$ cat src/rtl/int64_divide_remainder_defines.svh
// Assertion macros used by the divider top level.
`ifndef INT64_DIVIDE_REMAINDER_DEFINES_SVH
`define INT64_DIVIDE_REMAINDER_DEFINES_SVH

// Same-cycle implication, sampled on the rising clock edge, off during reset.
`define IDR_ASSERT_SAME(lbl, ante, cons, msg) \
   lbl: assert property (@(posedge clock) disable iff (reset) (ante) |-> (cons)) \
      else $error(msg);

// Next-cycle implication.
`define IDR_ASSERT_NEXT(lbl, ante, cons, msg) \
   lbl: assert property (@(posedge clock) disable iff (reset) (ante) |=> (cons)) \
      else $error(msg);

`endif

$ cat src/rtl/idr_pkg.sv
// Shared types and constants for the pipelined restoring divider.
package idr_pkg;

   localparam int PORT_WIDTH         = 64;
   localparam int DATA_WIDTH_DEFAULT = 64;

   // Control that travels alongside each transaction through the cell chain.
   typedef struct packed {
      logic valid;
      logic zero_div;   // divisor was zero: quotient forced to 0
      logic q_neg;      // operand signs differ
      logic r_neg;      // dividend was negative and divisor nonzero
   } flags_type;

endpackage

$ cat src/rtl/idr_fix.sv
// Exit logic: sign correction and zero-divisor override.
module idr_fix #(
   parameter int DATA_WIDTH = idr_pkg::DATA_WIDTH_DEFAULT
) (
   input  idr_pkg::flags_type                flags_in,
   input  logic [DATA_WIDTH-1:0]             rem_in,
   input  logic [DATA_WIDTH-1:0]             quo_in,
   output logic [idr_pkg::PORT_WIDTH-1:0]    quotient,
   output logic [idr_pkg::PORT_WIDTH-1:0]    remainder
);
   import idr_pkg::*;

   logic [DATA_WIDTH-1:0] q;
   logic [DATA_WIDTH-1:0] r;

   always_comb begin
      if (flags_in.zero_div) begin
         q = '0;
      end else if (flags_in.q_neg) begin
         q = DATA_WIDTH'(~quo_in + 1'b1);
      end else begin
         q = quo_in;
      end
      r = flags_in.r_neg ? DATA_WIDTH'(~rem_in + 1'b1) : rem_in;
      quotient  = PORT_WIDTH'(q);
      remainder = PORT_WIDTH'(r);
   end

endmodule

$ cat config.mk
export PLATFORM = sky130hd
export DESIGN_NAME = idr_fix
export DESIGN_NICKNAME = d
export VERILOG_FILES = /design/src/rtl/int64_divide_remainder_defines.svh /design/src/rtl/idr_pkg.sv /design/src/rtl/idr_fix.sv
export SDC_FILE = /design/constraint.sdc
export NUM_CORES = 1
export LEC_CHECK = 0
export BUFFER_PORTS_ARGS = -buffer_cell sky130_fd_sc_hd__buf_2
export CORE_AREA = 2 2 100 102
export DETAILED_ROUTE_END_ITERATION = 12
export DIE_AREA = 0 0 102 104
export PLACE_DENSITY = 0.85
export SLEW_MARGIN = 20
export SYNTH_ARGS = -nofsm -noshare
export SYNTH_HDL_FRONTEND = slang
export SYNTH_SLANG_ARGS = --single-unit
$ cat constraint.sdc
create_clock -name vclk -period 7.2
set_input_delay 0.72 -clock vclk [all_inputs]
set_output_delay 0.72 -clock vclk [all_outputs]
set_load 0.01 [all_outputs]
Word level (Yosys, flattened, before mapping)
Cells that the tools add are included.

Flip-flop bits (word level): 0. Bits in latches: 0. Memory bits (writable): 0. Memory bits (read-only): 0. Input port bits: 132. Output and inout bits: 128. Word-level logic and storage cells: 7. Memories: 0.

Add/subtract/negate cells: 2. $mul: 0. Divide/modulo/power cells: 0. Order comparisons: 0. Equal/unequal tests: 0. Shifts and indexed selects: 0. Mux-type cells: 3. Bitwise logic cells: 2. Reduce and logical (&&, ||, !) cells: 0.

Operator list (count): $mux W64 (3); $add A64 B1 Y64 const B (2); $not A64 Y64 (2).

Logic depth before layout (Yosys ltp)
Gate-level depths: netlist of the first run.

Depth after elaboration: 4. Mapped depth: 7.

Worst setup path before layout of the first run
No wires, ideal clock.

Kind: input to output. From: in quo_in[0]. To: out quotient[52] (netlist name). Arrival time: 2.617 ns. Path slack: 3.863 ns. Stages on the path: 7. Buffers on the path: 0. Path through: inv_1 > ha_1 > nor4b_2 > nand4_1 > or2_1 > o41ai_1 > mux2_1.

Word-level cells in the longest chain between the ends: 4.

RTL lines: start: declaration (RTL line idr_fix.sv:7) `input logic [DATA_WIDTH-1:0] quo_in,`; $not A64 Y64 (RTL line idr_fix.sv:20) `q = DATA_WIDTH'(~quo_in + 1'b1);`; $add A64 B1 Y64 (RTL line idr_fix.sv:20); $mux W64 (RTL line idr_fix.sv:19) `end else if (flags_in.q_neg) begin`; $mux W64 (RTL line idr_fix.sv:17) `if (flags_in.zero_div) begin`; end: declaration (RTL line idr_fix.sv:8) `output logic [idr_pkg::PORT_WIDTH-1:0] quotient,`.

No other way between the ends.

Worst setup path after layout of the first run
From: in quo_in[8]. To: out quotient[45] (netlist name).

Same word-level chain as after synthesis.

==> flow_metrics.env, run 1 <==
export IMPL_synth_common_cells="75 x sky130_fd_sc_hd__nor2_1, 64 x sky130_fd_sc_hd__xnor2_1, 44 x sky130_fd_sc_hd__o31ai_1"
export IMPL_nets=931
export IMPL_floorplan_initialDensity_pct=38.6
export IMPL_cpMaxStageDelayCell="sky130_fd_sc_hd__or3_1"
export IMPL_setup_viol=0
export IMPL_dp_hpwl_mm=11.5
export IMPL_layout_sequential_cells=0
export IMPL_first_pass_iters=5
export IMPL_drive_above_1_share_pct=35.7
export IMPL_number_of_hold_buffers_added_after_cts=0
export IMPL_place_ws_ns=3.01
export IMPL_power_sequential_fraction_pct=0
export IMPL_number_of_antenna_violations_at_the_first_check_in_global_routing=0
export IMPL_hold_viol_final=0
export IMPL_grt_usage_pct=23.9
export IMPL_min_path_type="in -> out"
export IMPL_synth_top_cells_by_area="sky130_fd_sc_hd__xnor2_1 15%, sky130_fd_sc_hd__o31ai_1 9.0%, sky130_fd_sc_hd__nor2_1 7.6%"
export IMPL_grt_start_max_net_pins=78
export IMPL_fp_dieArea_um2=10600
export IMPL_switching_share_pct=56.9
export IMPL_share_clk_of_total_power_pct=0
export IMPL_grt_setup_unrepaired="false"
export IMPL_timing_critical_path_cells="buf_2 -> nor3_1 -> nand3_1 -> or3_1 -> o41ai_1 -> mux2_1 -> buf_2"
export IMPL_dr_first_iter_drc_count=362
export IMPL_fin_hold_ws_ns=1.69
export IMPL_rows=36
export IMPL_critPathRequiredTime_ns=6.48
export IMPL_drt_wl_total_mm=14.1
export IMPL_total_leakage_power_nw=2.09
export IMPL_placement_io_buffers=259
export IMPL_core_area_um2=9550
export IMPL_share_comb_of_total_power_pct=100.0
export IMPL_ys_warnings_count=0
export IMPL_postCtsSetupBuffers=0
export IMPL_synthCells=567
export IMPL_cellInternalPower_mw=0.135
export IMPL_min_path_cells=2
export IMPL_hold_path_endpoint="remainder[0]"
export IMPL_final_worst_setup_slack_ns=2.98
export IMPL_gpl_final_weighted_congestion=0.944
export IMPL_synth_area_um2=3690
export IMPL_crit_type="in -> out"
export IMPL_achievable_frequency_ghz=0.237
export IMPL_io_pins=260
export IMPL_part_of_the_yosys_area_used_for_sequential_elements_pct=0
export IMPL_maxSlewHeadroom_pct=35.0
export IMPL_finalCoreUtilization_pct=52.7
export IMPL_post_cts_resize_count=0
export IMPL_final_fill_count=977
export IMPL_synth_net_count=701
export IMPL_cp_slowest_stage_delay_ns=0.69
export IMPL_flow_area_growth_from_synthesis_pct=36.5
export IMPL_design_power_total_mw=0.313
export IMPL_yosysMostFrequentCell="sky130_fd_sc_hd__nor2_1"
export IMPL_synth_lib_cells_used_distinct=58
export IMPL_insertedDiodeCount=0
export IMPL_post_route_period_util_pct=58.6
export IMPL_post_route_min_period_ns=4.22
export IMPL_hold_startpoint="rem_in[0]"
export IMPL_worstMarginPinSlew_ns=0.975
export IMPL_drc=0
export IMPL_detail_route_vias_per_cell=5.83
export IMPL_max_vdd_ir_drop_mv=0.0404
export IMPL_first_global_vias=4698
export IMPL_synth_top_cell_area_share_pct=15.2
export IMPL_vias=5411
export IMPL_run_status="completed"
export IMPL_floorplan_die_height_um=104
export IMPL_fin_tns_setup_ns=0
export IMPL_cpMostUsedCell="sky130_fd_sc_hd__buf_2"
export IMPL_drt_antenna_violating_nets=0
export IMPL_crit_arrival_ns=3.50
export IMPL_setup_worst_path_start_class="input pin"
export IMPL_p_switching_mw=0.178
export IMPL_die_width_um=102
export IMPL_drv_cap=0
export IMPL_route_detailed_wl_per_inst_um=15.2
export IMPL_postSynthAreaPerCell_um2=6.50
export IMPL_cellPowerDensity_nw_per_um2=62.1
export IMPL_synth_area_leader_cell="sky130_fd_sc_hd__xnor2_1"
export IMPL_final_clkbuf_count=0
export IMPL_grt_first_pass_wirelength_mm=21.6
export IMPL_finalMaxSlewViolations=0
export IMPL_worst_setup_path_end_kind="output pin"
export IMPL_grt_overflow_total=0
export IMPL_area_of_combinational_cells_with_multiple_inputs_um2=3520
export IMPL_final_seq_area_um2=0
export IMPL_worst_path_max_fanout=12
## power groups by stage
| stage | logic (mW) | clock network [mW] | registers [mW] |
|---|---|---|---|
| after detailed placement | 0.310 | 0 | 0 |
| final | 0.313 | 0 | 0 |
| after global placement | 0.305 | 0 | 0 |
| after CTS | 0.311 | 0 | 0 |
| after global routing | 0.340 | 0 | 0 |
| after floorplan | 0.164 | 0 | 0 |
## cells by family after synthesis
family / count (synthesis) / synth area share (%)
AND/OR/NAND/NOR: 279 / 42.3
multiplexers: 14 / 4.18
buffers and inverters: 43 / 4.55
adder cells (fa/ha/maj): 2 / 0.679
AO/OA/AOI/OAI: 133 / 25.5
XOR/XNOR: 96 / 22.8
## placed cells by master (no fill, tap or decap), drive strengths merged, types with 6 or more instances in the layout
master	instances
nor4	20
nand3	18
or2	11
or4	17
mux2	11
or3	25
inv	10
o41ai	24
nor2	75
nor3	29
a31oi	6
nand2	35
o31ai	45
nand4	14
nand2b	8
o21ai	30
nor2b	12
buf	260
xnor2	64
a21oi	11
xor2	32
## final cells by class
cell class | count | share of cell area [%]
inverter | 11 | 0.821
multi-input combinational | 524 | 70.0
tap | 133 | 3.31
timing repair buffer | 260 | 25.9
## per-stage QoR
stage	cell area [µm²]	instances
floorplan	3690	567
global placement	5030	928
detailed placement	5030	928
CTS	5030	928
global route	5030	928
finish	5030	928
## layer usage
metal | part of all wire (%) | routed length, µm | vias to the layer above | track usage (%)
li1 | - | - | 2608 | -
met1 | 40 | 5670 | 2471 | 30.0
met2 | 49 | 6940 | 294 | 43.0
met3 | 8.1 | 1150 | 38 | 2.55
met4 | 2.7 | 384 | 0 | 5.24
met5 | 0 | 0 | - | 0
## how the worst max path moves through the flow
stage	from	end	slack [ns]
final	quo_in[8]	quotient[45]	2.98
after global routing	quo_in[10]	quotient[45]	2.75
after CTS	quo_in[8]	quotient[45]	3.01
after detailed placement	quo_in[8]	quotient[45]	3.01
after global placement	quo_in[8]	quotient[45]	3.01
after floorplan	quo_in[0]	quotient[52]	3.86
## critical path, delay by kind of cell
family	cells	cell delay, ns
simple gates	3	1.73
compound gates	1	0.40
mux	1	0.37
buf+inv	2	0.26
Note: power is estimated with default switching activity, not from simulation.
==> run 2, diff against run 1 <==
clock period = 3.9 ns   (was 7.2 ns; I/O delays follow)
==> flow_metrics.env, run 2 (synthesis results as in run 1) <==
export IMPL_run_status="completed"
export IMPL_floorplan_die_height_um=104
export IMPL_layout_cells_most_common="sky130_fd_sc_hd__buf_2"
export IMPL_crit_arrival_ns=2.99
export IMPL_critPathRequiredTime_ns=3.51
export IMPL_fin_hold_ws_ns=1.02
export IMPL_fp_dieArea_um2=10600
export IMPL_cpMaxStageDelayCell="sky130_fd_sc_hd__nor4b_2"
export IMPL_number_of_hold_buffers_added_after_cts=0
export IMPL_layout_sequential_cells=0
export IMPL_final_clkbuf_count=0
export IMPL_die_width_um=102
export IMPL_timing_critical_path_cells="buf_2 -> inv_1 -> ha_1 -> nor4b_2 -> nand4_1 -> or2_1 -> o41ai_1 -> mux2_1 -> buf_2"
export IMPL_grt_setup_unrepaired="false"
export IMPL_dp_hpwl_mm=11.5
export IMPL_first_global_vias=4644
export IMPL_setup_viol=0
export IMPL_worst_setup_path_end_kind="output pin"
export IMPL_io_pins=260
export IMPL_postCtsSetupBuffers=0
export IMPL_route_detailed_wl_per_inst_um=15.0
export IMPL_dp_cells=935
export IMPL_cp_slowest_stage_delay_ns=0.47
export IMPL_core_area_um2=9550
export IMPL_finalCoreUtilization_pct=53.2
export IMPL_drc=0
export IMPL_drive_above_1_share_pct=36.3
export IMPL_achievable_frequency_ghz=0.296
export IMPL_min_path_type="in -> out"
export IMPL_drt_antenna_violating_nets=0
export IMPL_post_cts_resize_count=0
export IMPL_cellPowerDensity_nw_per_um2=114
export IMPL_nets=938
export IMPL_fin_tns_setup_ns=0
export IMPL_worst_path_max_fanout=9
export IMPL_max_vdd_ir_drop_mv=0.0733
export IMPL_post_route_period_util_pct=86.6
export IMPL_maxSlewHeadroom_pct=39.3
export IMPL_grt_overflow_total=0
export IMPL_drt_wl_total_mm=14.0
export IMPL_insertedDiodeCount=0
export IMPL_detail_route_vias_per_cell=5.72
export IMPL_first_pass_iters=5
export IMPL_final_seq_area_um2=0
export IMPL_hold_startpoint="rem_in[0]"
export IMPL_crit_type="in -> out"
export IMPL_post_route_min_period_ns=3.38
export IMPL_setup_worst_path_start="quo_in[0]"
export IMPL_flow_area_growth_from_synthesis_pct=37.9
export IMPL_cpMostUsedCell="sky130_fd_sc_hd__buf_2"
export IMPL_min_path_cells=2
export IMPL_design_power_total_mw=0.577
export IMPL_floorplan_initialDensity_pct=38.6
export IMPL_dpl_instance_area_um2=5080
export IMPL_drv_cap=0
export IMPL_grt_first_pass_wirelength_mm=21.5
export IMPL_placement_io_buffers=259
export IMPL_dr_first_iter_drc_count=301
export IMPL_total_leakage_power_nw=2.12
export IMPL_gpl_final_weighted_congestion=0.944
export IMPL_worstMarginPinSlew_ns=0.909
export IMPL_grt_usage_pct=23.6
export IMPL_setup_worst_path_start_class="input pin"
export IMPL_number_of_antenna_violations_at_the_first_check_in_global_routing=0
export IMPL_vias=5349
export IMPL_final_cells=935
export IMPL_grt_start_max_net_pins=49
export IMPL_place_ws_ns=0.545
export IMPL_rows=36
export IMPL_hold_path_endpoint="remainder[0]"
export IMPL_final_cell_mix="259 x sky130_fd_sc_hd__buf_2, 75 x sky130_fd_sc_hd__nor2_1, 64 x sky130_fd_sc_hd__xnor2_1, 44 x sky130_fd_sc_hd__o31ai_1, 35 x sky130_fd_sc_hd__nand2_1"
export IMPL_hold_viol_final=0
export IMPL_finalMaxSlewViolations=0
export IMPL_final_worst_setup_slack_ns=0.524
export IMPL_final_area_um2=5080
==> run 2: cell count changes in the layout (fill, tap and decap cells not counted) <==
cell	delta
sky130_fd_sc_hd__buf_4	+7
==> run 2: per-layer routing <==
layer	wire, µm	GRT usage [%]
met1	5710	29.1
met2	6900	43.2
met3	1010	2.22
met4	407	5.43
met5	0	0
==> run 2: final cells by class <==
| class | count | area (µm²) |
|---|---|---|
| inverters | 11 | 41.3 |
| well taps | 133 | 166 |
| fillers | 983 | 4470 |
| repair buffers | 267 | 1360 |
| multi-input cells | 524 | 3520 |
==> run 2: critical path, delay by kind of cell <==
family | cells | cell delay, ns
compound gates | 1 | 0.42
fa+ha+maj | 1 | 0.20
buf+inv | 3 | 0.33
mux | 1 | 0.36
simple gates | 3 | 1.29
==> run 2: how the worst max path moves through the flow <==
stage | to | slack [ns] | cells after the start
5_1_grt | quotient[52] | 0.29 | 9
2_1_floorplan | quotient[52] | 1.22 | 7
6_report | quotient[52] | 0.52 | 9
4_1_cts | quotient[52] | 0.55 | 9
3_3_place_gp | quotient[52] | 0.62 | 9
3_5_place_dp | quotient[52] | 0.54 | 9
==> run 2: report_power, final <==
part	internal [mW]	switching, mW
clock	0	0
sequential	0	0
combinational	0.250	0.327
