`src/rtl/int64_divide_remainder_defines.svh`:
```
// Assertion macros used by the divider top level.
`ifndef INT64_DIVIDE_REMAINDER_DEFINES_SVH
`define INT64_DIVIDE_REMAINDER_DEFINES_SVH

// Same-cycle implication, sampled on the rising clock edge, off during reset.
`define IDR_ASSERT_SAME(lbl, ante, cons, msg) \
   lbl: assert property (@(posedge clock) disable iff (reset) (ante) |-> (cons)) \
      else $error(msg);

// Next-cycle implication.
`define IDR_ASSERT_NEXT(lbl, ante, cons, msg) \
   lbl: assert property (@(posedge clock) disable iff (reset) (ante) |=> (cons)) \
      else $error(msg);

`endif

```
`src/rtl/idr_pkg.sv`:
```
// Shared types and constants for the pipelined restoring divider.
package idr_pkg;

   localparam int PORT_WIDTH         = 64;
   localparam int DATA_WIDTH_DEFAULT = 64;

   // Control that travels alongside each transaction through the cell chain.
   typedef struct packed {
      logic valid;
      logic zero_div;   // divisor was zero: quotient forced to 0
      logic q_neg;      // operand signs differ
      logic r_neg;      // dividend was negative and divisor nonzero
   } flags_type;

endpackage

```
`src/rtl/idr_cell.sv`:
```
// One restoring shift-and-subtract step, registered.
module idr_cell #(
   parameter int DATA_WIDTH = idr_pkg::DATA_WIDTH_DEFAULT
) (
   input  logic                   clock,
   input  logic                   reset,
   input  logic                   en,
   input  idr_pkg::flags_type     flags_in,
   input  logic [DATA_WIDTH-1:0]  rem_in,
   input  logic [DATA_WIDTH-1:0]  nq_in,
   input  logic [DATA_WIDTH-1:0]  den_in,
   output idr_pkg::flags_type     flags_out,
   output logic [DATA_WIDTH-1:0]  rem_out,
   output logic [DATA_WIDTH-1:0]  nq_out,
   output logic [DATA_WIDTH-1:0]  den_out
);
   import idr_pkg::*;

   logic [DATA_WIDTH:0]   shifted;
   logic [DATA_WIDTH:0]   diff;
   logic                  take;
   logic [DATA_WIDTH-1:0] rem_nx;
   logic [DATA_WIDTH-1:0] nq_nx;
   flags_type             flags_ff;
   logic [DATA_WIDTH-1:0] rem_ff;
   logic [DATA_WIDTH-1:0] nq_ff;
   logic [DATA_WIDTH-1:0] den_ff;

   // partial remainder stays below the divisor, so the difference fits in
   // W+1 bits and its top bit is the borrow
   always_comb begin
      shifted = {rem_in, nq_in[DATA_WIDTH-1]};
      diff    = shifted - {1'b0, den_in};
      take    = ~diff[DATA_WIDTH];
      rem_nx  = take ? diff[DATA_WIDTH-1:0] : shifted[DATA_WIDTH-1:0];
      nq_nx   = {nq_in[DATA_WIDTH-2:0], take};
   end

   always_ff @(posedge clock) begin
      if (reset) begin
         flags_ff <= '0;
      end else if (en) begin
         flags_ff <= flags_in;
      end
   end

   always_ff @(posedge clock) begin
      if (en) begin
         rem_ff <= rem_nx;
         nq_ff  <= nq_nx;
         den_ff <= den_in;
      end
   end

   assign flags_out = flags_ff;
   assign rem_out   = rem_ff;
   assign nq_out    = nq_ff;
   assign den_out   = den_ff;

endmodule

```
`config.mk`:
```
export PLATFORM = sky130hd
export DESIGN_NAME = idr_cell
export DESIGN_NICKNAME = d
export VERILOG_FILES = /design/src/rtl/int64_divide_remainder_defines.svh /design/src/rtl/idr_pkg.sv /design/src/rtl/idr_cell.sv
export SDC_FILE = /design/constraint.sdc
export NUM_CORES = 1
export LEC_CHECK = 0
export BUFFER_PORTS_ARGS = -buffer_cell sky130_fd_sc_hd__buf_2
export CAP_MARGIN = 20
export CORE_AREA = 4 4 150 152
export CTS_BUF_LIST = sky130_fd_sc_hd__clkbuf_4
export CTS_CLUSTER_DIAMETER = 30
export CTS_CLUSTER_SIZE = 28
export DETAILED_ROUTE_END_ITERATION = 10
export DIE_AREA = 0 0 154 156
export GPL_ROUTABILITY_DRIVEN = 0
export PLACE_DENSITY = 0.84
export SETUP_SLACK_MARGIN = 0.4
export SYNTH_ARGS = -nofsm -noshare
export SYNTH_HDL_FRONTEND = slang
export SYNTH_SLANG_ARGS = --single-unit
export TNS_END_PERCENT = 10
```
`constraint.sdc`:
```
create_clock -name clock -period 11.3 [get_ports clock]
set_input_delay 2.26 -clock clock [delete_from_list [all_inputs] [get_ports clock]]
set_output_delay 2.26 -clock clock [all_outputs]
set_load 0.02 [all_outputs]
```
[Yosys cells after proc, flatten, opt, wreduce, memory -nomap -nowiden]
Cells that the tools add are included.
Word-level totals
  bits of input ports: 199
  flip-flop bits (word level): 196
  output and inout port bits: 196
  word-level logic and storage cells: 10
Cells by class
  bitwise gates (word level): 1
  multiplexer cells: 1
  add/subtract/negate cells: 1
Operator list (number)
  $sub A65 B64 Y65: 1
  $mux W64: 1
  $not A1 Y1: 1

[Depth between registers and ports, before layout]
Gate-level depths: netlist (run 1).
  word-level depth: 2
  depth in mapped cells: 15
  gate-level depth less buffers: 14

[Worst setup path before layout (run 1)]
Ideal clock, no wire load.
  path type: input-to-reg
  from: input nq_in[63]
  to: register rem_ff[10], in the netlist rem_out[10] (data pin)
  cell stages on the path: 15
  required time: 11040 ps
  setup time: 260 ps
  buffers on the path: 1
  path slack: 5916 ps
  data arrival time: 5124 ps
  cells stage by stage: inv_1 > ha_1 > fa_1 > and2b_1 > o211ai_1 > a31o_1 > o21ai_2 > a41oi_2 > a211o_1 > a21oi_2 > nor3_1 > nor3_4 > inv_2 > buf_6 > mux2_4
On the way
  cells in the longest elaborated chain, start to end: 2
Ends and longest elaborated chain
  start: declaration: RTL line idr_cell.sv:10  | input logic [DATA_WIDTH-1:0] nq_in,
  $sub A65 B64 Y65: RTL line idr_cell.sv:33  | diff = shifted - {1'b0, den_in};
  $mux W64: RTL line idr_cell.sv:35  | rem_nx = take ? diff[DATA_WIDTH-1:0] : shifted[DATA_WIDTH-1:0];
  named net rem_nx[10]: RTL line idr_cell.sv:22  | logic [DATA_WIDTH-1:0] rem_nx;
  end signal: assignment: RTL line idr_cell.sv:49  | rem_ff <= rem_nx;
  end: declaration: RTL line idr_cell.sv:25  | logic [DATA_WIDTH-1:0] rem_ff;
The timed path passes the listed nets, and every way through them passes these cells.
A chain may end at the register's enable or synchronous reset.

[Worst setup path after layout (run 1)]
  from: input nq_in[63]
  to: register rem_ff[33], in the netlist rem_out[33] (data pin)
The elaborated chain is that of the path after synthesis.

==> flow_summary_export.csv, run 1 <==
group,metric,value,unit
cts,postCtsSetupBuffers,0,
power,switching_share,0.3469,
floorplanning,coreArea,21020,um2
route,totalWireLength,30.71,mm
floorplanning,rows,53,
route,num_vias,8833,
finish,nets,1565,
synthesis,synth_ff_type,"edfxtp_1",
synthesis,synth_top_area_share,0.5221,
worst_setup_path,cp-end-kind,"flop",
power,power_frac_comb,0.316,
placement,pre_cts_slack,4.453,ns
route,drtIter0Drc,758,
cts,tritoncts,"done",
synthesis,synth.cell_area,11040,um2
power,power_density,141.7,nW/um2
global_route,track_usage,0.2392,
power,clockPowerShare,0.208,
synthesis,synth_fp_nets,1187,
global_route,grt_pass1_wl,45.69,mm
synthesis,synth_area_leader_cell,"edfxtp_1",
synthesis,synth-seq-cells,196,
cts,clkTransAtPathRegs,0.18,ns
floorplanning,start_util,0.5253,
power,power_switching,0.0006641,W
power,leakage,6.221,nW
synthesis,syn_inst,923,
sta,final.setup.tns,0,ns
route,drc,0,
finish,drive_gt1_frac,0.3813,
sta,setup_ws,5.077,ns
run,maxCapViolCount,0,
global_route,grt_max_degree,117,
sta,finalSetupViolCount,0,
finish,synthToLayoutAreaGrowth,22.31,%
cts,clk_latency,0.59,ns
power,max-vdd-ir-drop,0.05983,mV
cts,cts_root_buf,"clkbuf_4",
sta,post-route-min-period,6.223,ns
worst_setup_path,cp.required,11.66,ns
cts,htreeDepth,4,
worst_setup_path,arrival,6.58,ns
sta,tightest_slew,1.098,ns
synthesis,async_reset_ff_frac,0,
floorplanning,io_pins,395,
synthesis,synth_top_cells_by_area,"edfxtp_1, mux2_4, ha_1",
floorplanning,die-area,24020,um2
synthesis,ys_top_cells_by_count,"edfxtp_1, inv_1, a21oi_1",
global_route,antenna_found_initial,3,
route,via_per_inst,5.552,
placement,numPortBuffers,394,
worst_hold_path,hp-class,"reg2reg",
sta,drv_slew,0,
synthesis,ys_warn_count,0,
global_route,grt_overflow_total,0,
power,seqPwrFrac,0.476,
sta,timing.fmax,160.7,MHz
floorplanning,dieWidth,154,um
global_route,grt_pass1_vias,8704,
sta,fin_crit_sh,0.5508,
cts,cts_buffers,17,
sta,rsz0062_at_grt,"false",
cts,cts_resized,0,
synthesis,synth_edf_count,192,
synthesis,ys_types,64,
synthesis,synth_seq_area_share,0.5293,
sta,hold_violations,0,
sta,slew_headroom,0.2681,
route,wl_per_cell,19.30,um
power,intPower,0.001250,W
synthesis,synth_most_common_cell,"edfxtp_1",
placement,place_hpwl,24.49,mm
synthesis,synth.avg_cell_area,11.96,um2
worst_setup_path,critical_path_class,"in2reg",
route,dr.pass1.iters,7,
worst_setup_path,startpoint_type,"input pin",
cts,cts_max_path_buffers,2,
worst_setup_path,crit_fanout,34,
floorplanning,die-height,156,um
sta,finClkSkew,0,ns
outcome,status,"completed",
cts,cts.sink_count,196,
route,drtAntennaViolNets,0,
cts,ctsHoldBuffers,0,
## through the flow
| stage | cell area [um2] | std cells | hold WS [ns] | power (W) | util |
|---|---|---|---|---|---|
| after floorplan | 11040 | 923 | 0.5788 | 0.001332 | - |
| after global routing | 13510 | 1591 | 0.5732 | 0.002000 | 0.6425 |
| after CTS | 13500 | 1589 | 0.5380 | 0.001922 | 0.6423 |
| final | 13510 | 1591 | 0.5354 | 0.001914 | 0.6425 |
| after detailed placement | 13180 | 1557 | 0.4969 | 0.001529 | 0.6272 |
| after global placement | 13180 | 1557 | 0.4717 | 0.001514 | 0.6272 |
## state kept, by name, summed over array words and instances (netlist names)
register,cells
den_out,64
rem_out,64
nq_out,64
flags_out,4
## critical path, stage by stage
cell,delay [ns]
buf_2,0.08
inv_1,0.05
ha_1,0.21
fa_1,0.41
and2b_1,0.27
o211ai_1,0.14
a31o_1,0.27
o21ai_2,0.16
a41oi_2,0.20
a211o_1,0.35
a21oi_2,0.18
nor3_1,0.10
nor3_4,0.27
clkinv_2,0.62
buf_4,0.59
mux2_4,0.37
## cell type report
cell class	instances	area, um2
clock buffer	18	135.1
inverter	86	324.1
timing repair buffer	396	1996
fill	1646	7515
sequential	196	5846
clock inverter	14	182.7
antenna	2	5.005
tap	275	344.1
multi-input combinational	604	4674
## worst paths after layout
check                                   from      endpoint  slack (ns)  cells after the start
worst max-delay path               nq_in[63]   rem_out[33]        5.08                     16
worst min register to register  flags_out[1]  flags_out[1]        0.54                      2
worst min-delay path            flags_out[1]  flags_out[1]        0.54                      2
worst max register to register  flags_out[0]  flags_out[0]       10.66                      2
## routing by layer
| layer | share of wire | wire length (um) | vias up | track usage |
|---|---|---|---|---|
| li1 | - | - | 4175 | - |
| met3 | 0.080 | 2471 | 60 | 0.04660 |
| met1 | 0.37 | 11370 | 4160 | 0.2823 |
| met2 | 0.52 | 16100 | 436 | 0.4399 |
| met4 | 0.024 | 751 | 2 | 0.07653 |
| met5 | 0.00023 | 7 | - | 0 |
## layout by cell type (no fill, tap or decap), types with 4 or more instances in the layout
| master | synthesis | routed |
|---|---|---|
| nor2_1 | 37 | 37 |
| o31ai_1 | 5 | 5 |
| dfxtp_1 | 4 | 4 |
| xnor2_1 | 35 | 35 |
| nand2b_1 | 4 | 4 |
| inv_6 | 0 | 6 |
| clkbuf_4 | 0 | 18 |
| mux2_4 | 58 | 58 |
| ha_1 | 64 | 64 |
| o211ai_1 | 7 | 7 |
| nand2_1 | 59 | 59 |
| buf_2 | 13 | 393 |
| xor2_1 | 25 | 25 |
| and3_1 | 10 | 10 |
| inv_1 | 85 | 85 |
| a211oi_1 | 11 | 11 |
| nand4_1 | 17 | 17 |
| o21ai_0 | 41 | 41 |
| o21a_1 | 6 | 6 |
| mux2i_1 | 8 | 8 |
| a21o_1 | 29 | 29 |
| nand3_1 | 16 | 16 |
| o21bai_1 | 9 | 9 |
| clkinv_8 | 0 | 6 |
| a31oi_1 | 12 | 12 |
| nor3_1 | 15 | 15 |
| edfxtp_1 | 192 | 192 |
| a21oi_1 | 83 | 83 |
## cell families (layout without fill, tap and decap cells)
kind of cell	Yosys count	in the layout	synth area share
compound gates	233	233	0.1343
flops	196	196	0.5293
simple gates	177	177	0.07795
buf+inv	123	514	0.04736
mux	69	69	0.08917
fa+ha+maj	65	65	0.07433
xor+xnor	60	60	0.04759
other cells	0	2	0
## power groups by stage
stage	Clock (W)	Sequential [W]	Combinational, W
final	0.000398	0.000911	0.000605
after global routing	0.000437	0.000918	0.000644
after CTS	0.000407	0.000912	0.000603
after detailed placement	0	0.000929	0.000601
after global placement	0	0.000927	0.000588
after floorplan	0	0.00103	0.000301
Note: power is estimated with default switching activity, not from simulation.
==> run 2: changes to the inputs <==
Settings changed: CORE_AREA 4 4 150 152 to default, CORE_MARGIN from default to 4, CORE_UTILIZATION from default to 52, DIE_AREA 0 0 154 156 to default.
Clock period 11.3 ns to 6.1 ns, I/O delays scaled along.
==> flow_summary_export.csv, run 2 (synthesized netlist as in run 1, its figures left out) <==
group,metric,value,unit
worst_setup_path,crit_fanout,52,
power,leakage,6.228,nW
sta,slew_headroom,0.3964,
global_route,grt_max_degree,113,
finish,fin_area,13530,um2
finish,fin_util,0.6455,
sta,final.setup.tns,0,ns
worst_setup_path,cp.required,6.46,ns
global_route,grt_pass1_wl,46.69,mm
worst_setup_path,cp-end-kind,"flop",
finish,drive_gt1_frac,0.3810,
cts,clkTransAtPathRegs,0.19,ns
sta,finalSetupViolCount,0,
floorplanning,start_util,0.5270,
route,totalWireLength,30.98,mm
worst_hold_path,hp-class,"reg2reg",
placement,place_hpwl,24.82,mm
sta,drv_slew,0,
sta,finalHoldWorstSlack,0.5163,ns
route,via_per_inst,5.583,
sta,finClkSkew,0,ns
finish,synthToLayoutAreaGrowth,22.48,%
worst_setup_path,endpoint,"rem_out[31]",
finish,nets,1566,
finish,final_common_cell,"buf_2",
route,drtIter0Drc,792,
finish,layout.cells.non_filler,1595,
global_route,grt_pass1_vias,8596,
sta,tightest_slew,0.9054,ns
route,dr.pass1.iters,8,
floorplanning,rows,53,
placement,dp_cells,1558,
placement,numPortBuffers,394,
cts,cts_buffers,17,
run,maxCapViolCount,0,
worst_setup_path,arrival,4.93,ns
cts,cts_max_path_buffers,2,
cts,tritoncts,"done",
outcome,status,"completed",
cts,ctsHoldBuffers,0,
worst_setup_path,crit_slowest_cell,"fa_1",
worst_setup_path,reg2reg_from,"flags_out[2]",
worst_setup_path,reg2reg_setup_slack,5.45,ns
floorplanning,die-area,23630,um2
cts,cts.sink_count,196,
cts,clk_latency,0.60,ns
sta,timing.fmax,219.1,MHz
floorplanning,die-height,153.7,um
floorplanning,coreArea,20960,um2
worst_setup_path,path_cells,"buf_2 -> inv_1 -> ha_1 -> fa_1 -> and2b_1 -> o211ai_1 -> a31o_1 -> o21ai_2 -> a41oi_2 -> a211o_1 -> a21oi_2 -> nor3_1 -> nor3_4 -> clkinv_2 -> buf_12 -> mux2_4",
worst_setup_path,critical_path_class,"in2reg",
sta,post-route-min-period,4.565,ns
route,num_vias,8905,
global_route,track_usage,0.2507,
power,power_density,261.2,nW/um2
floorplanning,dieWidth,153.7,um
sta,hold_violations,0,
power,max-vdd-ir-drop,0.1342,mV
cts,cts_resized,0,
sta,rsz0062_at_grt,"false",
finish,final_cell_mix,"buf_2, edfxtp_1, inv_1",
placement,placed_cell_area,13200,um2
route,drc,0,
route,drtAntennaViolNets,0,
worst_setup_path,reg2reg_depth,2,
cts,postCtsSetupBuffers,0,
worst_setup_path,startpoint_type,"input pin",
cts,cts_root_buf,"clkbuf_4",
worst_setup_path,crit_start,"nq_in[63]",
floorplanning,io_pins,395,
global_route,grt_overflow_total,0,
worst_setup_path,slowest_delay,0.40,ns
cts,htreeDepth,4,
sta,fin_crit_sh,0.7484,
worst_setup_path,r2r-end,"flags_out[2]",
route,wl_per_cell,19.42,um
global_route,antenna_found_initial,5,
run 2: critical path: cells and delay by family:
| family | cells | cell delay [ns] |
|---|---|---|
| buffers and inverters | 4 | 0.79 |
| AOI/OAI and AO/OA | 6 | 1.27 |
| adders and majority gates | 2 | 0.62 |
| muxes | 1 | 0.34 |
| and+or+nand+nor | 3 | 0.61 |
run 2: cell type report:
type	count	area [um2]
inverter	86	324.1
tap	275	344.1
multi-input combinational	604	4674
fill	1650	7430
sequential	196	5846
timing repair buffer	397	2016
antenna	5	12.51
clock inverter	15	181.4
clock buffer	17	127.6
run 2: per-layer routing:
layer,wire length [um],part of all wire,GRT usage,up-vias
li1,-,-,-,4195
met1,11430,0.37,0.2979,4185
met2,16040,0.52,0.4481,449
met3,2494,0.081,0.05235,76
met4,1016,0.033,0.09336,0
met5,0,0,0,-
run 2: how the worst min path moves through the flow:
stage	startpoint	to	cells after the start
2_1_floorplan	flags_out[0]	flags_out[0]	2
3_3_place_gp	flags_out[0]	flags_out[0]	2
3_5_place_dp	flags_out[0]	flags_out[0]	2
4_1_cts	flags_out[0]	flags_out[0]	2
5_1_grt	flags_out[0]	flags_out[0]	2
6_report	flags_out[0]	flags_out[0]	2
run 2: per-stage QoR:
step	setup slack [ns]	power [W]
3_5_place_dp	0.9117	0.002834
5_1_grt	1.337	0.003697
4_1_cts	1.541	0.003547
6_report	1.535	0.003533
2_1_floorplan	1.756	0.002468
3_3_place_gp	1.032	0.002804
run 2: power breakdown:
| group | internal (W) | leakage, nW | switching, W |
|---|---|---|---|
| sequential | 0.00165 | 1.91 | 0.0000341 |
| clock | 0.000199 | 0.163 | 0.000523 |
| combinational | 0.000458 | 4.15 | 0.000666 |
| total | 0.00231 | 6.23 | 0.00122 |
