[src/rtl/int64_divide_remainder_defines.svh]
// Assertion macros used by the divider top level.
`ifndef INT64_DIVIDE_REMAINDER_DEFINES_SVH
`define INT64_DIVIDE_REMAINDER_DEFINES_SVH

// Same-cycle implication, sampled on the rising clock edge, off during reset.
`define IDR_ASSERT_SAME(lbl, ante, cons, msg) \
   lbl: assert property (@(posedge clock) disable iff (reset) (ante) |-> (cons)) \
      else $error(msg);

// Next-cycle implication.
`define IDR_ASSERT_NEXT(lbl, ante, cons, msg) \
   lbl: assert property (@(posedge clock) disable iff (reset) (ante) |=> (cons)) \
      else $error(msg);

`endif

[src/rtl/idr_pkg.sv]
// Shared types and constants for the pipelined restoring divider.
package idr_pkg;

   localparam int PORT_WIDTH         = 64;
   localparam int DATA_WIDTH_DEFAULT = 64;

   // Control that travels alongside each transaction through the cell chain.
   typedef struct packed {
      logic valid;
      logic zero_div;   // divisor was zero: quotient forced to 0
      logic q_neg;      // operand signs differ
      logic r_neg;      // dividend was negative and divisor nonzero
   } flags_type;

endpackage

[src/rtl/idr_prep.sv]
// Entry stage: operand magnitudes and sign bookkeeping.
module idr_prep #(
   parameter int DATA_WIDTH = idr_pkg::DATA_WIDTH_DEFAULT
) (
   input  logic                            clock,
   input  logic                            reset,
   input  logic                            en,
   input  logic                            in_valid,
   input  logic                            signed_mode,
   input  logic [idr_pkg::PORT_WIDTH-1:0]  dividend,
   input  logic [idr_pkg::PORT_WIDTH-1:0]  divisor,
   output idr_pkg::flags_type              flags_out,
   output logic [DATA_WIDTH-1:0]           rem_out,
   output logic [DATA_WIDTH-1:0]           nq_out,
   output logic [DATA_WIDTH-1:0]           den_out
);
   import idr_pkg::*;

   logic [DATA_WIDTH-1:0] a;
   logic [DATA_WIDTH-1:0] b;
   logic                  b_zero;
   logic                  a_neg;
   logic                  b_neg;
   flags_type             flags_in;
   flags_type             flags_ff;
   logic [DATA_WIDTH-1:0] nq_in;
   logic [DATA_WIDTH-1:0] den_in;
   logic [DATA_WIDTH-1:0] nq_ff;
   logic [DATA_WIDTH-1:0] den_ff;

   always_comb begin
      a      = dividend[DATA_WIDTH-1:0];
      b      = divisor[DATA_WIDTH-1:0];
      b_zero = (b == '0);
      // zero divisor keeps raw bits so the chain leaves the dividend as remainder
      a_neg  = signed_mode & a[DATA_WIDTH-1] & ~b_zero;
      b_neg  = signed_mode & b[DATA_WIDTH-1] & ~b_zero;
      nq_in  = a_neg ? DATA_WIDTH'(~a + 1'b1) : a;
      den_in = b_neg ? DATA_WIDTH'(~b + 1'b1) : b;
      flags_in.valid    = in_valid;
      flags_in.zero_div = b_zero;
      flags_in.q_neg    = a_neg ^ b_neg;
      flags_in.r_neg    = a_neg;
   end

   always_ff @(posedge clock) begin
      if (reset) begin
         flags_ff <= '0;
      end else if (en) begin
         flags_ff <= flags_in;
      end
   end

   always_ff @(posedge clock) begin
      if (en) begin
         nq_ff  <= nq_in;
         den_ff <= den_in;
      end
   end

   assign flags_out = flags_ff;
   assign rem_out   = '0;
   assign nq_out    = nq_ff;
   assign den_out   = den_ff;

endmodule

[config.mk]
export PLATFORM = sky130hd
export DESIGN_NAME = idr_prep
export DESIGN_NICKNAME = d
export VERILOG_FILES = /design/src/rtl/int64_divide_remainder_defines.svh /design/src/rtl/idr_pkg.sv /design/src/rtl/idr_prep.sv
export SDC_FILE = /design/constraint.sdc
export NUM_CORES = 1
export LEC_CHECK = 0
export BUFFER_PORTS_ARGS = -buffer_cell sky130_fd_sc_hd__buf_4
export CAP_MARGIN = 20
export CORE_MARGIN = 2
export CORE_UTILIZATION = 48
export CTS_CLUSTER_DIAMETER = 60
export DETAILED_ROUTE_END_ITERATION = 7
export PLACE_DENSITY = 0.81
export SLEW_MARGIN = 20
export SYNTH_ARGS = -nofsm -noshare
export SYNTH_HDL_FRONTEND = slang
export SYNTH_SLANG_ARGS = --single-unit
export TNS_END_PERCENT = 20
[constraint.sdc]
create_clock -name clock -period 3.44 [get_ports clock]
set_input_delay 0.344 -clock clock [delete_from_list [all_inputs] [get_ports clock]]
set_output_delay 0.344 -clock clock [all_outputs]
set_load 0.02 [all_outputs]
; ---- Word-level counts from Yosys, hierarchy flattened
; Cells that the tools add are included.
[op_classes]
addsub = 2
n_mux = 2
bitwise_logic = 8
reduce_logical = 1
[op_table]
columns = op, n
row1 = $add 64x1->64 const B, 2
row2 = $mux 64, 2
row3 = $not 64->64, 2
row4 = $logic_not 64->1, 1
row5 = $and 1x1->1, 4
row6 = $not 1->1, 1
row7 = $xor 1x1->1, 1
[totals]
regBits = 132
in_bits = 133
output_inout_bits = 196

; ---- Depth between registers and ports, before layout
; Gate-level depths: netlist (run 1).
[depth]
ltp_word = 4
mapped_depth = 10

; ---- Worst setup path before layout (run 1)
; No wires, ideal clock.
[synth_timing]
kind = input -> register
from = input divisor[6] in the netlist's numbering
to = register nq_ff[38] (netlist: nq_out[38]) (data pin)
arrival_time_ns = 2.678
required_time_ns = 3.180
slack_ns = 0.501
cell_stages = 8
n_path_buf = 2
path_cell_list = or4_4 -> or4_1 -> nor4_2 -> a21bo_2 -> buf_2 -> buf_2 -> nor2_1 -> xor2_1
[synth_between]
elab_chain_cells = 4
[synth_lines]
columns = element, line
row1 = "start, declared", idr_prep.sv:11  ; input logic [idr_pkg::PORT_WIDTH-1:0] divisor,
row2 = $logic_not 64->1, idr_prep.sv:34  ; b_zero = (b == '0);
row3 = $not 1->1, idr_prep.sv:36  ; a_neg = signed_mode & a[DATA_WIDTH-1] & ~b_zero;
row4 = $and 1x1->1, idr_prep.sv:36
row5 = $mux 64, idr_prep.sv:38  ; nq_in = a_neg ? DATA_WIDTH'(~a + 1'b1) : a;
row6 = named net nq_in[38], idr_prep.sv:26  ; logic [DATA_WIDTH-1:0] nq_in;
row7 = "end signal, assigned", idr_prep.sv:56  ; nq_ff <= nq_in;
row8 = "end, declared", idr_prep.sv:28  ; logic [DATA_WIDTH-1:0] nq_ff;
; The timed path passes the listed nets, and every way through them passes these cells.
; A chain may end at the register's enable or synchronous reset.

; ---- Worst setup path in the final report (run 1)
[layout_timing]
from = input divisor[1] in the netlist's numbering
to = register den_ff[62] (netlist: den_out[62]) (data pin)
[layout_between]
elab_chain_cells = 4
word_cells_on_any_way = 6
cone_classes = 1 x add/sub / 1 x mux / 3 x bitwise / 1 x reduce/logical
[layout_lines]
columns = element, line
row1 = "parallel branches: the longest is 3 deep, another holds $add 64x1->64", n/a
row2 = $mux 64 (*), idr_prep.sv:39  ; den_in = b_neg ? DATA_WIDTH'(~b + 1'b1) : b;
row3 = named net den_in[62], idr_prep.sv:27  ; logic [DATA_WIDTH-1:0] den_in;
row4 = "end signal, assigned", idr_prep.sv:57  ; den_ff <= den_in;
row5 = "end, declared", idr_prep.sv:29  ; logic [DATA_WIDTH-1:0] den_ff;
; Mark *: on every way through the listed nets, which the timed path passes.

==> results of run 1 <==
==> cell type report <==
type,instances,share of cell area (%)
well taps,188,2.36
repair buffers,279,21.3
diodes,1,0.0251
flip-flops and latches,132,39.4
clock buffers,18,4.31
clock inverters,14,1.62
inverters,8,0.302
multi-input cells,497,30.7
==> cell families (layout without fill, tap and decap cells) <==
| family | count (synthesis) | count (layout) | synth area share [%] |
|---|---|---|---|
| AO/OA/AOI/OAI | 98 | 98 | 8.41 |
| adder cells (fa/ha/maj) | 2 | 2 | 0.342 |
| AND/OR/NAND/NOR | 209 | 209 | 14.6 |
| other | 1 | 65 | 0.0512 |
| buffers and inverters | 91 | 319 | 8.09 |
| multiplexers | 2 | 2 | 0.274 |
| flip-flops | 132 | 132 | 53.6 |
| XOR/XNOR | 122 | 122 | 14.6 |
==> cells in the mapped netlist, types with 2 or more instances <==
| cell | n | area, um2 |
|---|---|---|
| edfxtp_1 | 128 | 3840 |
| buf_4 | 65 | 488 |
| xor2_1 | 63 | 552 |
| nor2_1 | 60 | 225 |
| xnor2_1 | 59 | 517 |
| nand2_1 | 38 | 143 |
| a21oi_1 | 33 | 165 |
| nor3_1 | 31 | 155 |
| o21ai_0 | 24 | 120 |
| nor4_1 | 20 | 125 |
| o31ai_1 | 18 | 135 |
| clkbuf_1 | 11 | 41.3 |
| or4_1 | 11 | 82.6 |
| a31oi_1 | 9 | 56.3 |
| or3_1 | 9 | 56.3 |
| inv_1 | 8 | 30.0 |
| nand2b_1 | 6 | 37.5 |
| nand3_1 | 6 | 30.0 |
| buf_2 | 5 | 25.0 |
| nand3b_1 | 5 | 37.5 |
| and2_1 | 4 | 25.0 |
| dfxtp_1 | 4 | 80.1 |
| nand4_1 | 4 | 25.0 |
| or2_2 | 4 | 25.0 |
| and4_1 | 2 | 17.5 |
| buf_1 | 2 | 7.51 |
| ha_1 | 2 | 25.0 |
| mux2i_1 | 2 | 20.0 |
| nor3b_1 | 2 | 15.0 |
| o21a_1 | 2 | 15.0 |
| o21ai_1 | 2 | 10.0 |
| o31ai_4 | 2 | 42.5 |
| o41ai_1 | 2 | 17.5 |
| or4b_1 | 2 | 20.0 |
==> power breakdown <==
part           switching [mW]  leakage [nW]  internal, mW  total [mW]
combinational           0.590          2.48         0.411        1.00
clock                   0.674         0.291          1.13        1.81
sequential             0.0493          1.29          1.97        2.02
==> cells in the final DEF, fill, tap and decap left out, types with 3 or more instances in the layout <==
cell type and count:
clkinv_2 5, inv_1 8, clkinv_4 3, xnor2_1 59
nand4_1 4, clkbuf_16 17, bufinv_16 3, and2_1 4
nor2_1 60, nor4_1 20, nor3_1 31, nand3_1 6
nand3b_1 5, a31oi_1 9, o21ai_0 24, dfxtp_1 4
or4_1 11, or2_2 4, o31ai_1 18, a21oi_1 33
xor2_1 63, nand2_1 38, buf_4 277, conb_1 64
edfxtp_1 128, or3_1 9, nand2b_1 6
==> worst register-to-register path: cells and delay by family, from the launching register on <==
kind | cells | cell delay [ns]
AOI/OAI and AO/OA | 2 | 0.44
DFF | 1 | 0.33
and+or+nand+nor | 1 | 0.04
==> per-layer routing <==
| metal | vias up | part of all wire (%) | global-route usage, % |
|---|---|---|---|
| met3 | 47 | 10 | 8.17 |
| li1 | 2806 | - | - |
| met1 | 2808 | 36 | 28.0 |
| met2 | 367 | 50 | 41.5 |
| met4 | 0 | 3.6 | 11.2 |
| met5 | - | 0 | 0 |
==> path summary, 6_finish.rpt <==
| path | endpoint | slack (ns) | depth (start not counted) |
|---|---|---|---|
| max | den_out[62]$_DFFE_PP_ | 0.69 | 9 |
| min | flags_out[2]$_SDFFE_PP0P_ | 0.14 | 2 |
| max reg2reg | flags_out[1]$_SDFFE_PP0P_ | 2.54 | 3 |
| min reg2reg | flags_out[2]$_SDFFE_PP0P_ | 0.47 | 2 |
==> per-stage QoR <==
stage | std cells | hold slack [ns] | worst slack, ns | instance area (um2)
finish | 1137 | 0.141 | 0.685 | 9950
global route | 1137 | 0.135 | 0.563 | 9950
CTS | 1136 | 0.127 | 0.697 | 9950
detailed placement | 1104 | 0.466 | 0.254 | 9360
global placement | 1104 | 0.457 | 0.319 | 9350
floorplan | 720 | 0.413 | 0.501 | 7550
==> flip-flops by register name, summed over array words and instances (netlist names) <==
signal,count
den_out,64
nq_out,64
flags_out,4
==> results.py, run 1 <==
metrics = {
    "clock_network": {
        "post_cts_buffers": 0,
        "clock_path_buffers": 2,
        "htreeDepth": 4,
        "cts_resized": 0,
        "clkSlewWorstSetupHoldPaths_ns": 0.06,
        "clock_latency_ns": 0.41,
        "clock-root-buffer": "clkbuf_16",
        "numClockSinks": 132,
        "numCtsBuffers": 17,
        "cts_hold_buffers": 0,
        "cts_tree": "yes",
    },
    "floorplanning": {
        "rows": 45,
        "fp.dieW_um": 127,
        "io_pins": 329,
        "die_h_um": 127,
        "initial_core_util_pct": 48.7,
        "dieArea_um2": 16200,
        "coreArea_um2": 15000,
    },
    "worst_hold_path": {
        "hold_class": "input port to register",
        "min_from": "reset",
    },
    "cells_and_area": {
        "drive_gt1_share_pct": 33.9,
        "final_util_pct": 66.2,
        "syn2layout_area_growth_pct": 36.0,
        "layout.area.seq_um2": 3920,
        "multi_input_area_um2": 3050,
        "nNetsFinal": 1070,
        "fillers": 1149,
    },
    "synth": {
        "synth_edf_count": 128,
        "synthCells": 657,
        "syn_area_per_cell_um2": 11.1,
        "syn_area_um2": 7320,
        "ys.flop_type": "edfxtp_1",
        "ys_warn_count": 0,
        "synth_seq_cells": 132,
        "yosysSeqAreaShare_pct": 53.6,
        "synth_cell_types": 46,
        "postSynth.asyncResetShare_pct": 0,
    },
    "routing": {
        "antenna_left": 0,
        "drt_first_iter_violations": 471,
        "wl_mm": 20.4,
        "viasPerCell": 5.30,
        "wl_per_cell_um": 18.0,
        "first_pass_iters": 6,
        "drc": 0,
        "via_count": 6028,
    },
    "placement": {
        "io_buffers": 264,
        "place_congestion": 0.903,
        "post-dp-hpwl_mm": 15.5,
    },
    "timing": {
        "post-route-period-util_pct": 80.1,
        "rsz0062_at_grt": "false",
        "worst_clock_skew_ns": 0,
        "slew_violations": 0,
        "fin_tns_setup_ns": 0,
        "tightest_slew_ns": 1.01,
        "hold_viol": 0,
        "finalSetupViolations": 0,
        "maxSlewHeadroom_pct": 32.5,
        "fin_crit_ns": 2.75,
        "fmax_mhz": 363,
    },
    "grt": {
        "grt_max_degree": 65,
        "grt_pass1_vias": 5743,
        "gr-usage-all-layers_pct": 24.5,
        "grt_pass1_wl_mm": 30.5,
        "gr-total-overflow": 0,
        "antenna_found_initial": 1,
    },
    "setup_path": {
        "setup.worst_path.class": "input port to register",
        "slowest_stage": "or4b_1",
        "cpLargestDelayFamily": "simple AND/OR/NAND/NOR gates",
        "critPathLaunchType": "input port",
        "crit_start": "divisor[1]",
        "path_common_cell": "or3_1",
        "critPathArrivalTime_ns": 2.91,
        "cp_cell_sequence": "buf_4 -> inv_1 -> ha_1 -> or4b_1 -> or3_1 -> or3_1 -> nor3_1 -> a31oi_1 -> xor2_1",
        "cp.buffers_inverters": 2,
        "worstSetupEndpointType": "register",
        "r2r-start": "flags_out[1]$_SDFFE_PP0P_",
        "cpPeakStageDelay_ns": 0.54,
        "cp.required_ns": 3.59,
        "path_max_fanout": 7,
    },
    "power": {
        "leakage_nw": 4.06,
        "powerDensity_nw_per_um2": 485,
        "p_total_mw": 4.83,
        "ir_drop_mv": 0.332,
    },
    "run": {
        "drv_cap": 0,
    },
    "outcome": {
        "status": "completed",
    },
}
Power figures use the tool's default switching activity.
==> run 2, diff against run 1 <==
--- a/config.mk
+++ b/config.mk
@@ -8,10 +8,10 @@
 export BUFFER_PORTS_ARGS = -buffer_cell sky130_fd_sc_hd__buf_4
 export CAP_MARGIN = 20
 export CORE_MARGIN = 2
-export CORE_UTILIZATION = 48
+export CORE_UTILIZATION = 43
 export CTS_CLUSTER_DIAMETER = 60
 export DETAILED_ROUTE_END_ITERATION = 7
-export PLACE_DENSITY = 0.81
+export PLACE_DENSITY = 0.77
 export SLEW_MARGIN = 20
 export SYNTH_ARGS = -nofsm -noshare
 export SYNTH_HDL_FRONTEND = slang
==> constraint.sdc (replaced) <==
create_clock -name clock -period 2.24 [get_ports clock]
set_input_delay 0.224 -clock clock [delete_from_list [all_inputs] [get_ports clock]]
set_output_delay 0.224 -clock clock [all_outputs]
set_load 0.02 [all_outputs]
==> results.py, run 2 (synthesized netlist as in run 1, its figures left out) <==
metrics = {
    "setup_path": {
        "cpLargestDelayFamily": "simple AND/OR/NAND/NOR gates",
        "cp.buffers_inverters": 1,
        "path_common_cell": "or4_4",
        "cpPeakStageDelay_ns": 0.57,
        "cp_cell_sequence": "buf_6 -> or4_4 -> or4_4 -> or3_4 -> or4b_4 -> o31ai_4 -> xnor2_1",
        "cp.required_ns": 2.40,
        "critPathLaunchType": "input port",
        "worstSetupEndpointType": "register",
        "setup.worst_path.class": "input port to register",
        "slowest_stage": "or4b_4",
        "critPathArrivalTime_ns": 2.63,
        "path_max_fanout": 6,
    },
    "clock_network": {
        "numCtsBuffers": 17,
        "cts_tree": "yes",
        "clock_path_buffers": 2,
        "numClockSinks": 132,
        "htreeDepth": 4,
        "clock-root-buffer": "clkbuf_16",
        "clkSlewWorstSetupHoldPaths_ns": 0.06,
        "clock_latency_ns": 0.41,
    },
    "cells_and_area": {
        "drive_gt1_share_pct": 44.6,
        "syn2layout_area_growth_pct": 53.8,
        "nNetsFinal": 1178,
        "final_cell_mix": "buf_4 (369), edfxtp_1 (128), conb_1 (64)",
        "final_util_pct": 67.9,
        "final_common_cell": "buf_4",
        "finalNonFillerCells": 1276,
        "diodes": 0,
    },
    "routing": {
        "antenna_left": 0,
        "wl_per_cell_um": 17.8,
        "first_pass_iters": 5,
        "drt_first_iter_violations": 335,
        "viasPerCell": 5.14,
        "drc": 0,
        "wl_mm": 22.7,
        "via_count": 6553,
    },
    "outcome": {
        "status": "complete, but fails checks",
        "violations": "setup timing",
    },
    "placement": {
        "place_congestion": 0.898,
        "post-dp-hpwl_mm": 16.4,
        "io_buffers": 264,
        "dp.cells": 1234,
    },
    "timing": {
        "worst_slack_ns": -0.225,
        "holdWs_ns": 0.0246,
        "hold_viol": 0,
        "fin_tns_setup_ns": -7.33,
        "finalSetupViolations": 80,
        "maxSlewHeadroom_pct": 51.8,
        "tightest_slew_ns": 0.716,
        "slew_violations": 0,
        "fin_crit_ns": 2.47,
        "worst_clock_skew_ns": 0,
        "fmax_mhz": 406,
        "post-route-period-util_pct": 110,
        "rsz0062_at_grt": "true",
    },
    "grt": {
        "busiest_layer": "met2",
        "gr-total-overflow": 0,
        "grt_use_met1_pct": 26.0,
        "use_met2_pct": 41.3,
        "grt_pass1_vias": 6403,
        "grtUsageMet3_pct": 7.70,
        "antenna_found_initial": 0,
        "grt_pass1_wl_mm": 32.8,
        "gr-usage-all-layers_pct": 23.6,
        "grt_max_degree": 64,
    },
    "floorplanning": {
        "fp.dieW_um": 134,
        "coreArea_um2": 16600,
        "io_pins": 329,
        "rows": 47,
        "die_h_um": 134,
        "dieArea_um2": 18100,
        "initial_core_util_pct": 44.1,
    },
    "worst_hold_path": {
        "hold_class": "input port to register",
    },
    "run": {
        "drv_cap": 0,
    },
    "power": {
        "ir_drop_mv": 0.535,
        "leakage_nw": 4.71,
        "powerDensity_nw_per_um2": 697,
        "p_total_mw": 7.85,
    },
}
[run 2: changes by cell type in the layout (fill, tap and decap cells not counted), sizes merged]
| cell | delta |
|---|---|
| clkinv | -3 |
| diode | -1 |
| clkbuf | +4 |
| dlygate4sd3 | +1 |
| bufinv | +2 |
| buf | +103 |
| clkinvlp | +1 |
[run 2: stage by stage]
step / setup slack, ns / cell area [um2]
after global routing: -0.247 / 11300
after detailed placement: -0.732 / 10200
after global placement: -0.678 / 10200
after floorplan: -0.573 / 7560
final: -0.225 / 11300
after CTS: -0.227 / 10900
[run 2: final timing paths]
check / startpoint / endpoint / cells after the start / slack (ns)
setup / recovery: divisor[8] / den_out[55]$_DFFE_PP_ / 7 / -0.23
hold / removal: reset / flags_out[0]$_SDFFE_PP0P_ / 2 / 0.02
setup reg to reg: flags_out[1]$_SDFFE_PP0P_ / flags_out[1]$_SDFFE_PP0P_ / 3 / 1.34
hold reg to reg: flags_out[2]$_SDFFE_PP0P_ / flags_out[2]$_SDFFE_PP0P_ / 2 / 0.48
[run 2: layout make-up]
cell class | count | area (um2)
Tap cell | 220 | 275
Sequential cell | 132 | 3920
Multi-Input combinational cell | 497 | 3330
Clock inverter | 14 | 209
Inverter | 8 | 30.0
Clock buffer | 18 | 429
Fill cell | 1235 | 5330
Timing Repair Buffer | 387 | 3060
[run 2: timing repair]
item,4_1_cts,5_1_grt
hold buffers,1,0
setup endpoints to repair,86,91
gates cloned,0,4
buffers inserted,1,5
endpoints found under the hold margin,1,0
pin swaps,3,20
gates resized for setup,14,69
[run 2: power breakdown]
part	switching (mW)	total (mW)	internal, mW
sequential	0.0783	3.10	3.02
combinational	0.968	1.71	0.746
clock	1.06	3.03	1.97
[run 2: worst register-to-register path, stage by stage (launching register included)]
cell and delay, ns:
dfxtp_1 0.33, nor2_1 0.04, a311o_1 0.32, a31oi_1 0.13
[run 2: layer usage]
layer / wire [um] / vias to the layer above
met5: 0 / -
met1: 7980 / 3117
li1: - / 3035
met2: 11700 / 356
met3: 2280 / 45
met4: 793 / 0
